File: src/rtl/pwrd_pkg.sv
`timescale 1ns / 1ps
package pwrd_pkg;

	localparam int ID_BITS = 25;

	localparam int DUR_W  = 21;
	localparam int MAG_W  = 20;
	localparam int TOL_W  = 7;
	localparam int PROD_W = 28;
	localparam int CFG_W  = 20;
	localparam int IDX_W  = 3;
	localparam int ID_W   = 32;
	localparam int CNT_W  = 6;
	localparam int STAT_W = 2;

	// Configuration register indexes
	localparam logic [IDX_W-1:0] REG_SHORT_PULSE = 3'd0;
	localparam logic [IDX_W-1:0] REG_LONG_PULSE  = 3'd1;
	localparam logic [IDX_W-1:0] REG_SHORT_GAP   = 3'd2;
	localparam logic [IDX_W-1:0] REG_LONG_GAP    = 3'd3;
	localparam logic [IDX_W-1:0] REG_REPEAT_GAP  = 3'd4;
	localparam logic [IDX_W-1:0] REG_TOL         = 3'd5;
	localparam logic [IDX_W-1:0] REG_WIDE_TOL    = 3'd6;

	// Report status codes; a running verdict uses the same codes
	localparam logic [STAT_W-1:0] ST_OK      = 2'd0;
	localparam logic [STAT_W-1:0] ST_POL     = 2'd1;
	localparam logic [STAT_W-1:0] ST_NOMATCH = 2'd2;
	localparam logic [STAT_W-1:0] ST_FEW     = 2'd3;

	typedef struct packed {
		logic [MAG_W-1:0] short_pulse;
		logic [MAG_W-1:0] long_pulse;
		logic [MAG_W-1:0] short_gap;
		logic [MAG_W-1:0] long_gap;
		logic [MAG_W-1:0] repeat_gap;
		logic [TOL_W-1:0] tol;
		logic [TOL_W-1:0] wide_tol;
	} cfg_t;

	localparam cfg_t CFG_RESET = '{
		short_pulse: 20'd300,
		long_pulse:  20'd900,
		short_gap:   20'd300,
		long_gap:    20'd900,
		repeat_gap:  20'd9000,
		tol:         7'd25,
		wide_tol:    7'd50
	};

	// Window bounds kept scaled by 100 so no division is needed
	typedef struct packed {
		logic [PROD_W-1:0] lo;
		logic [PROD_W-1:0] hi;
	} window_t;

	typedef struct packed {
		window_t repeat_gap;
		window_t short_pulse;
		window_t long_gap;
		window_t long_pulse;
		window_t short_gap;
	} bounds_t;

	function automatic window_t calc_window(logic [MAG_W-1:0] e, logic [TOL_W-1:0] t);
		logic [TOL_W-1:0] lo_f;
		logic [7:0]       hi_f;
		window_t          w;
		lo_f = (t >= 7'd100) ? 7'd0 : 7'd100 - t;
		hi_f = 8'd100 + 8'(t);
		w.lo = PROD_W'(e) * PROD_W'(lo_f);
		w.hi = PROD_W'(e) * PROD_W'(hi_f);
		return w;
	endfunction

	function automatic bounds_t calc_bounds(cfg_t c);
		bounds_t b;
		b.repeat_gap  = calc_window(c.repeat_gap, c.tol);
		b.short_pulse = calc_window(c.short_pulse, c.tol);
		b.long_gap    = calc_window(c.long_gap, c.wide_tol);
		b.long_pulse  = calc_window(c.long_pulse, c.tol);
		b.short_gap   = calc_window(c.short_gap, c.tol);
		return b;
	endfunction

endpackage

File: src/rtl/pwrd_in_if.sv
`timescale 1ns / 1ps
interface pwrd_in_if;
	logic                                 valid;
	logic                                 ready;
	logic signed [pwrd_pkg::DUR_W-1:0]    duration;
	logic                                 frame_end;

	modport source (output valid, output duration, output frame_end, input ready);
	modport sink   (input valid, input duration, input frame_end, output ready);
endinterface

File: src/rtl/pwrd_out_if.sv
`timescale 1ns / 1ps
interface pwrd_out_if;
	logic                          valid;
	logic                          ready;
	logic [pwrd_pkg::STAT_W-1:0]   status;
	logic [pwrd_pkg::ID_W-1:0]     decoded_id;

	modport source (output valid, output status, output decoded_id, input ready);
	modport sink   (input valid, input status, input decoded_id, output ready);
endinterface

File: src/rtl/pwrd_bounds.sv
`timescale 1ns / 1ps
module pwrd_bounds (
	input  logic              clk,
	input  logic              arst_n,
	input  pwrd_pkg::cfg_t    cfg,
	output pwrd_pkg::bounds_t bounds
);

	pwrd_pkg::bounds_t bounds_q;

	// Recompute every window each cycle; registered, so it trails the config registers
	always_ff @(posedge clk or negedge arst_n) begin
		if (!arst_n) begin
			bounds_q <= pwrd_pkg::calc_bounds(pwrd_pkg::CFG_RESET);
		end else begin
			bounds_q <= pwrd_pkg::calc_bounds(cfg);
		end
	end

	assign bounds = bounds_q;

endmodule

File: src/rtl/pulse_width_remote_decoder.sv
`timescale 1ns / 1ps
// Pulse-width on/off-keyed remote decoder.
// frame: one signed duration per transaction (positive = pulse, negative
//   = gap) plus frame_end on the last duration of a captured frame.
// report: one transaction per frame, issued for the frame_end duration,
//   carrying status (ok, polarity error, no bit match, too few bits) and the
//   decoded id, MSB first, zero unless status is ok.
// cfg_we/cfg_index/cfg_wdata: write-only register port; the user must write
//   it while the decoder is idle (unenforced); frame.ready drops on a write.
// Timing: a duration is taken into an input stage and decoded from there
//   against window bounds precomputed from the registers (one small
//   multiplier per bound, registered). A report loads when its frame_end
//   leaves the input stage. One duration per cycle, save stalls and writes.
// Reset: registers return to their defaults, the window bounds are reloaded
//   and the decoder seeks the first pulse of a new frame.
// Stall: the report register holds until report.ready; durations keep
//   flowing, and only a second frame_end waits in the input stage until the
//   pending report is taken.
module pulse_width_remote_decoder (
	input  logic                              clk,
	input  logic                              arst_n,
	pwrd_in_if.sink                           frame,
	pwrd_out_if.source                        report,
	input  logic                              cfg_we,
	input  logic [pwrd_pkg::IDX_W-1:0]        cfg_index,
	input  logic [pwrd_pkg::CFG_W-1:0]        cfg_wdata
);

	localparam logic [1:0] PH_SEEK  = 2'd0;
	localparam logic [1:0] PH_PULSE = 2'd1;
	localparam logic [1:0] PH_GAP   = 2'd2;
	localparam logic [1:0] PH_STOP  = 2'd3;

	// Configuration registers and derived window bounds
	pwrd_pkg::cfg_t    cfg_q;
	pwrd_pkg::bounds_t bounds;

	// Input stage
	logic                                valid_s1;
	logic signed [pwrd_pkg::DUR_W-1:0]   dur_s1;
	logic                                fend_s1;

	// Frame decode state
	logic [1:0]                          phase_q;
	logic signed [pwrd_pkg::DUR_W-1:0]   held_q;
	logic [pwrd_pkg::ID_W-1:0]           id_shift_q;
	logic [pwrd_pkg::CNT_W-1:0]          bits_q;
	logic [pwrd_pkg::STAT_W-1:0]         verdict_q;

	// Report register
	logic                                rpt_valid_q;
	logic [pwrd_pkg::STAT_W-1:0]         rpt_status_q;
	logic [pwrd_pkg::ID_W-1:0]           rpt_id_q;

	// Next-state logic
	logic                                out_free;
	logic                                s1_go;
	logic [1:0]                          phase_n;
	logic signed [pwrd_pkg::DUR_W-1:0]   held_n;
	logic [pwrd_pkg::ID_W-1:0]           id_shift_n;
	logic [pwrd_pkg::CNT_W-1:0]          bits_n;
	logic [pwrd_pkg::STAT_W-1:0]         verdict_n;
	logic [pwrd_pkg::STAT_W-1:0]         status_n;
	logic [pwrd_pkg::ID_W-1:0]           id_out_n;
	logic [pwrd_pkg::PROD_W-1:0]         pulse_m100;
	logic [pwrd_pkg::PROD_W-1:0]         gap_m100;
	logic                                pol_bad;
	logic                                rep_hit;
	logic                                zero_hit;
	logic                                one_hit;

	function automatic logic [pwrd_pkg::MAG_W-1:0] sat_mag(
		logic signed [pwrd_pkg::DUR_W-1:0] v);
		logic [pwrd_pkg::DUR_W-1:0] a;
		a = v[pwrd_pkg::DUR_W-1] ? pwrd_pkg::DUR_W'(-v) : pwrd_pkg::DUR_W'(v);
		return a[pwrd_pkg::DUR_W-1] ? '1 : a[pwrd_pkg::MAG_W-1:0];
	endfunction

	function automatic logic [pwrd_pkg::PROD_W-1:0] scale100(
		logic [pwrd_pkg::MAG_W-1:0] m);
		logic [pwrd_pkg::PROD_W-1:0] x;
		x = pwrd_pkg::PROD_W'(m);
		return (x << 6) + (x << 5) + (x << 2);
	endfunction

	// floor(P/100) <= m  <=>  P <= 100m + 99 ;  m <= floor(P/100)  <=>  100m <= P
	function automatic logic in_window(logic [pwrd_pkg::PROD_W-1:0] m100,
		pwrd_pkg::window_t w);
		return (w.lo <= m100 + pwrd_pkg::PROD_W'(99)) && (m100 <= w.hi);
	endfunction

	pwrd_bounds u_bounds (
		.clk    (clk),
		.arst_n (arst_n),
		.cfg    (cfg_q),
		.bounds (bounds)
	);

	// Register writes; truncate data to each register's width
	always_ff @(posedge clk or negedge arst_n) begin
		if (!arst_n) begin
			cfg_q <= pwrd_pkg::CFG_RESET;
		end else if (cfg_we) begin
			case (cfg_index)
				pwrd_pkg::REG_SHORT_PULSE: cfg_q.short_pulse <= cfg_wdata;
				pwrd_pkg::REG_LONG_PULSE:  cfg_q.long_pulse  <= cfg_wdata;
				pwrd_pkg::REG_SHORT_GAP:   cfg_q.short_gap   <= cfg_wdata;
				pwrd_pkg::REG_LONG_GAP:    cfg_q.long_gap    <= cfg_wdata;
				pwrd_pkg::REG_REPEAT_GAP:  cfg_q.repeat_gap  <= cfg_wdata;
				pwrd_pkg::REG_TOL:         cfg_q.tol         <= cfg_wdata[pwrd_pkg::TOL_W-1:0];
				pwrd_pkg::REG_WIDE_TOL:    cfg_q.wide_tol    <= cfg_wdata[pwrd_pkg::TOL_W-1:0];
				default: ;
			endcase
		end
	end

	// Handshake: the input stage drains unless it holds a frame end
	// and the report register is still occupied.
	assign out_free    = !rpt_valid_q || report.ready;
	assign s1_go       = valid_s1 && (!fend_s1 || out_free);
	assign frame.ready = !cfg_we && (!valid_s1 || s1_go);

	always_ff @(posedge clk or negedge arst_n) begin
		if (!arst_n) begin
			valid_s1 <= 1'b0;
		end else if (frame.valid && frame.ready) begin
			valid_s1 <= 1'b1;
		end else if (s1_go) begin
			valid_s1 <= 1'b0;
		end
	end

	always_ff @(posedge clk) begin
		if (frame.valid && frame.ready) begin
			dur_s1  <= frame.duration;
			fend_s1 <= frame.frame_end;
		end
	end

	// Pair checks against the precomputed windows
	assign pulse_m100 = scale100(sat_mag(held_q));
	assign gap_m100   = scale100(sat_mag(dur_s1));
	assign pol_bad    = (held_q <= 0) || (dur_s1 >= 0);
	assign rep_hit    = in_window(gap_m100, bounds.repeat_gap);
	assign zero_hit   = in_window(pulse_m100, bounds.short_pulse) &&
	                    in_window(gap_m100, bounds.long_gap);
	assign one_hit    = in_window(pulse_m100, bounds.long_pulse) &&
	                    in_window(gap_m100, bounds.short_gap);

	always_comb begin
		phase_n    = phase_q;
		held_n     = held_q;
		id_shift_n = id_shift_q;
		bits_n     = bits_q;
		verdict_n  = verdict_q;
		case (phase_q)
			PH_SEEK: begin
				if (dur_s1 > 0) begin
					held_n  = dur_s1;
					phase_n = PH_GAP;
				end
			end
			PH_PULSE: begin
				held_n  = dur_s1;
				phase_n = PH_GAP;
			end
			PH_GAP: begin
				if (pol_bad) begin
					verdict_n = pwrd_pkg::ST_POL;
				end else if (rep_hit) begin
					// Packet separator: restart the id
					id_shift_n = '0;
					bits_n     = '0;
				end else if (zero_hit) begin
					id_shift_n = {id_shift_q[pwrd_pkg::ID_W-2:0], 1'b0};
					bits_n     = bits_q + 1'b1;
				end else if (one_hit) begin
					id_shift_n = {id_shift_q[pwrd_pkg::ID_W-2:0], 1'b1};
					bits_n     = bits_q + 1'b1;
				end else begin
					verdict_n = pwrd_pkg::ST_NOMATCH;
				end
				if (verdict_n != pwrd_pkg::ST_OK ||
				    bits_n >= pwrd_pkg::CNT_W'(pwrd_pkg::ID_BITS)) begin
					phase_n = PH_STOP;
				end else begin
					phase_n = PH_PULSE;
				end
			end
			default: ;
		endcase

		// Status as seen after this duration
		if (verdict_n != pwrd_pkg::ST_OK) begin
			status_n = verdict_n;
			id_out_n = '0;
		end else if (bits_n == pwrd_pkg::CNT_W'(pwrd_pkg::ID_BITS)) begin
			status_n = pwrd_pkg::ST_OK;
			id_out_n = id_shift_n;
		end else begin
			status_n = pwrd_pkg::ST_FEW;
			id_out_n = '0;
		end
	end

	// Advance the frame state; clear it after a frame end
	always_ff @(posedge clk or negedge arst_n) begin
		if (!arst_n) begin
			phase_q    <= PH_SEEK;
			held_q     <= '0;
			id_shift_q <= '0;
			bits_q     <= '0;
			verdict_q  <= pwrd_pkg::ST_OK;
		end else if (s1_go) begin
			if (fend_s1) begin
				phase_q    <= PH_SEEK;
				held_q     <= '0;
				id_shift_q <= '0;
				bits_q     <= '0;
				verdict_q  <= pwrd_pkg::ST_OK;
			end else begin
				phase_q    <= phase_n;
				held_q     <= held_n;
				id_shift_q <= id_shift_n;
				bits_q     <= bits_n;
				verdict_q  <= verdict_n;
			end
		end
	end

	// Report register: load on a frame end, drop once taken
	always_ff @(posedge clk or negedge arst_n) begin
		if (!arst_n) begin
			rpt_valid_q <= 1'b0;
		end else if (s1_go && fend_s1) begin
			rpt_valid_q <= 1'b1;
		end else if (report.ready) begin
			rpt_valid_q <= 1'b0;
		end
	end

	always_ff @(posedge clk) begin
		if (s1_go && fend_s1) begin
			rpt_status_q <= status_n;
			rpt_id_q     <= id_out_n;
		end
	end

	assign report.valid      = rpt_valid_q;
	assign report.status     = rpt_status_q;
	assign report.decoded_id = rpt_id_q;

endmodule
File: src/flat_wrapper.sv
// flat-port wrapper written by rule: the top's interface ports become plain ports
module pulse_width_remote_decoder_flat 
  (clk, arst_n, cfg_we, cfg_index, cfg_wdata, frame_valid, frame_duration, frame_frame_end, frame_ready, report_valid, report_status, report_decoded_id, report_ready);
  pwrd_in_if frame_i ();
  pwrd_out_if report_i ();
  input  logic clk;
  input  logic arst_n;
  input  logic cfg_we;
  input  logic [pwrd_pkg::IDX_W-1:0] cfg_index;
  input  logic [pwrd_pkg::CFG_W-1:0] cfg_wdata;
  input wire logic [$bits(frame_i.valid)-1:0] frame_valid;
  input wire logic [$bits(frame_i.duration)-1:0] frame_duration;
  input wire logic [$bits(frame_i.frame_end)-1:0] frame_frame_end;
  output wire logic [$bits(frame_i.ready)-1:0] frame_ready;
  output wire logic [$bits(report_i.valid)-1:0] report_valid;
  output wire logic [$bits(report_i.status)-1:0] report_status;
  output wire logic [$bits(report_i.decoded_id)-1:0] report_decoded_id;
  input wire logic [$bits(report_i.ready)-1:0] report_ready;
  assign frame_i.valid = frame_valid;
  assign frame_i.duration = frame_duration;
  assign frame_i.frame_end = frame_frame_end;
  assign frame_ready = frame_i.ready;
  assign report_valid = report_i.valid;
  assign report_status = report_i.status;
  assign report_decoded_id = report_i.decoded_id;
  assign report_i.ready = report_ready;
  pulse_width_remote_decoder u_core (.clk(clk), .arst_n(arst_n), .frame(frame_i), .report(report_i), .cfg_we(cfg_we), .cfg_index(cfg_index), .cfg_wdata(cfg_wdata));
endmodule
File: config.mk
export PLATFORM = sky130hd
export DESIGN_NAME = pulse_width_remote_decoder_flat
export DESIGN_NICKNAME = d
export VERILOG_FILES = /design/src/rtl/pwrd_pkg.sv /design/src/rtl/pwrd_in_if.sv /design/src/rtl/pwrd_out_if.sv /design/src/rtl/pwrd_bounds.sv /design/src/rtl/pulse_width_remote_decoder.sv /design/src/flat_wrapper.sv
export SDC_FILE = /design/constraint.sdc
export NUM_CORES = 2
export LEC_CHECK = 0
export BUFFER_PORTS_ARGS = -buffer_cell sky130_fd_sc_hd__buf_4
export CAP_MARGIN = 40
export CELL_PAD_IN_SITES_DETAIL_PLACEMENT = 0
export CELL_PAD_IN_SITES_GLOBAL_PLACEMENT = 1
export CORE_AREA = 4 4 387 389
export DETAILED_ROUTE_END_ITERATION = 7
export DIE_AREA = 0 0 391 393
export GPL_TIMING_DRIVEN = 0
export PLACE_DENSITY_LB_ADDON = 0.1
export SLEW_MARGIN = 20
export SYNTH_ARGS = -nofsm -noshare
export SYNTH_HDL_FRONTEND = slang
export SYNTH_HIERARCHICAL = 1
export SYNTH_SLANG_ARGS = --single-unit
File: constraint.sdc
create_clock -name clk -period 13.9 [get_ports clk]
set_input_delay 1.39 -clock clk [delete_from_list [all_inputs] [get_ports clk]]
set_output_delay 1.39 -clock clk [all_outputs]
set_load 0.02 [all_outputs]
==> out/metrics.yaml <==
wire_per_inst_um: 23.9
dieArea_um2: 154000
cpPeakStageDelay_ps: 650
multiInputGateArea_um2: 56400
wl_met3_um: 25900
rsz0062_at_grt: "false"
syn_to_final_growth_pct: 9.04
clk_pin_slew_ps: 70
period_needed_ps: 13270
dr.max_layer_used: "met5"
crit_family: "compound AO/OA/AOI/OAI gates"
ys_ff_latch: 510
synth_cell_types: 116
postCtsSetupBuffers: 0
first_global_vias: 62066
yosysWarningCount: 6
synthFlopType: "dfrtp_1"
endpoint_kind: "flop"
grt_usage_pct: 33.1
drc: 0
synth_cells: 8279
synth_edf_count: 56
cp.arrival_ps: 13680
critPathSlowestCell: "a211oi_1"
die_w_um: 391
io_buffers: 84
grt_max_degree: 100
hold_viol: 0
cp_max_fo: 10
initial_core_util_pct: 51.5
cts_tree: "yes"
timing.final.crit_share_pct: 95.5
holdWs_ps: 510
hp-class: "flop to flop"
grt_first_pass_wirelength_um: 382000
drive_gt1_share_pct: 7.71
drtAntennaViolNets: 0
h-tree-depth: 3
rows: 141
cts_root_buffer: "clkbuf_16"
setup_viol: 0
fin_util_pct: 56.2
syn_area_um2: 75700
finalNetCount: 10367
worstSetupPathType: "flop to flop"
clk-insertion-delay-late_ps: 700
vias: 61091
io_pins: 86
wl_met2_um: 108000
startpoint_type: "flop"
drt-met1-wl_um: 106000
ctsLongestPathBuffers: 3
gp_congestion: 0.944
postSynth.asyncResetShare_pct: 89.0
worstPathRequired_ps: 14310
cts_resized: 0
cpMostUsedCell: "or3_1"
die_h_um: 393
final_max_slew_viol_count: 0
seq_area_um2: 13200
cts_sinks: 510
viasPerCell: 5.79
maxCapViolCount: 0
coreArea_um2: 147000
slew_headroom_pct: 34.3
cp_num_buf_inv: 7
dr.pass1.iters: 7
status: "completed"
dr.first_iter.drc_count: 4943
finClkSkew_ps: 34.3
avgSynthCellArea_um2: 9.14
antenna_found_initial: 41
synth.yosys.seq_area_share_pct: 17.4
cts_inserted_buffers: 68
hold_buffers: 0
dp_hpwl_um: 206000
nFillCells: 13477
grt-ovfl-total: 0
max_freq_mhz: 75.4
tightest_slew_ps: 985
drt-total-wl_um: 252000
-- logic make-up (layout without fill, tap and decap cells) --
group | after synthesis | in the layout | synth area share [%]
AO/OA/AOI/OAI | 1260 | 1260 | 11.0
XOR/XNOR | 295 | 295 | 3.56
adder cells (fa/ha/maj) | 1790 | 1790 | 39.6
buffers and inverters | 1609 | 1909 | 8.06
flip-flops | 510 | 510 | 17.4
multiplexers | 126 | 126 | 1.86
other | 1 | 36 | 0.00496
AND/OR/NAND/NOR | 2688 | 2688 | 18.5
-- registers in the layout (all words and copies together), names as in the netlist --
signal,flops
u_core/report.status,2
u_core/cfg_q,114
u_core/verdict_q,2
u_core/dur_s1,21
u_core/phase_q,2
u_core/fend_s1,1
u_core/report.decoded_id,32
u_core/u_bounds/bounds,275
u_core/valid_s1,1
u_core/id_shift_q,32
u_core/bits_q,6
u_core/report.valid,1
u_core/held_q,21
-- path summary, 6_finish.rpt --
check	startpoint	cells after the start	endpoint	slack [ps]
worst min register to register	u_core/cfg_q[12]	1	u_core/cfg_q[12]	510
max in group asynchronous	arst_n	4	u_core/u_bounds/bounds[183]	11570
worst max register to register	u_core/held_q[0]	41	u_core/report.status[1]	630
worst max-delay path	u_core/held_q[0]	41	u_core/report.status[1]	630
min in group asynchronous	arst_n	1	u_core/u_bounds/bounds[137]	620
worst min-delay path	u_core/cfg_q[12]	1	u_core/cfg_q[12]	510
-- cells in the mapped netlist (11+ instances only) --
cell type	number	area share, %
inv_1	1239	6.1
fa_1	1011	27
nand2_1	931	4.6
and2_1	792	6.5
ha_1	778	13
clkbuf_1	342	1.7
dfrtp_1	341	11
a21oi_1	319	2.1
nor2_1	257	1.3
o21ai_0	224	1.5
a21o_1	202	2.0
xnor2_1	191	2.2
nor2b_1	136	1.1
mux2_2	116	1.7
dfstp_2	113	3.9
nand4_1	106	0.88
xor2_1	93	1.1
nand3_1	92	0.61
nor3_1	83	0.55
a22oi_1	64	0.64
o21a_1	60	0.60
edfxtp_1	56	2.2
nand2b_1	51	0.42
o211ai_1	45	0.45
or3_1	45	0.37
and3_1	43	0.36
a31oi_1	42	0.35
a211oi_1	41	0.41
o21bai_1	37	0.37
nor3_2	30	0.40
o31ai_1	26	0.26
o21ai_1	20	0.13
nor3b_1	19	0.19
and4_1	15	0.17
nor4_1	15	0.12
o2111ai_1	15	0.17
a2111oi_0	14	0.16
or2_2	13	0.11
a221oi_1	12	0.14
a31o_2	12	0.14
a21boi_0	11	0.11
nand4b_1	11	0.13
-- area by class of cell --
cell class                 instances  area share (%)
tap                             1930            2.93
multi-input combinational       6164            68.4
antenna                           31          0.0940
inverter                        1241            5.65
buffer                           368            1.77
clock buffer                      87            2.26
clock inverter                    38           0.669
timing repair buffer             175            2.22
sequential                       510            16.0
-- per-stage QoR --
stage | instances | instance area, um^2 | worst slack (ps) | setup TNS [ps]
floorplan | 8283 | 75700 | 4040 | 0
finish | 10544 | 82500 | 632 | 0
detailed placement | 10372 | 79800 | 731 | 0
global route | 10516 | 82400 | 118 | 0
global placement | 10297 | 78700 | -218 | -3590
CTS | 10497 | 82300 | 696 | 0
-- placed cells by master (no fill, tap or decap), types with 106 or more instances in the layout --
cell / n
inv_1: 1239
fa_1: 1011
nand2_1: 931
and2_1: 792
ha_1: 778
dfrtp_1: 341
clkbuf_1: 337
a21oi_1: 318
nor2_1: 257
o21ai_0: 224
a21o_1: 202
xnor2_1: 186
nor2b_1: 136
mux2_2: 116
dfstp_2: 113
nand4_1: 106
-- layer usage --
metal  vias up  track usage [%]
met5         -                0
met4        22             13.7
met3       552             10.1
met2      2397             50.0
met1     30687             44.5
li1      27433                -
Power is not shown: default switching activity piles up to over one toggle a cycle in this logic, so the estimate is an artifact.
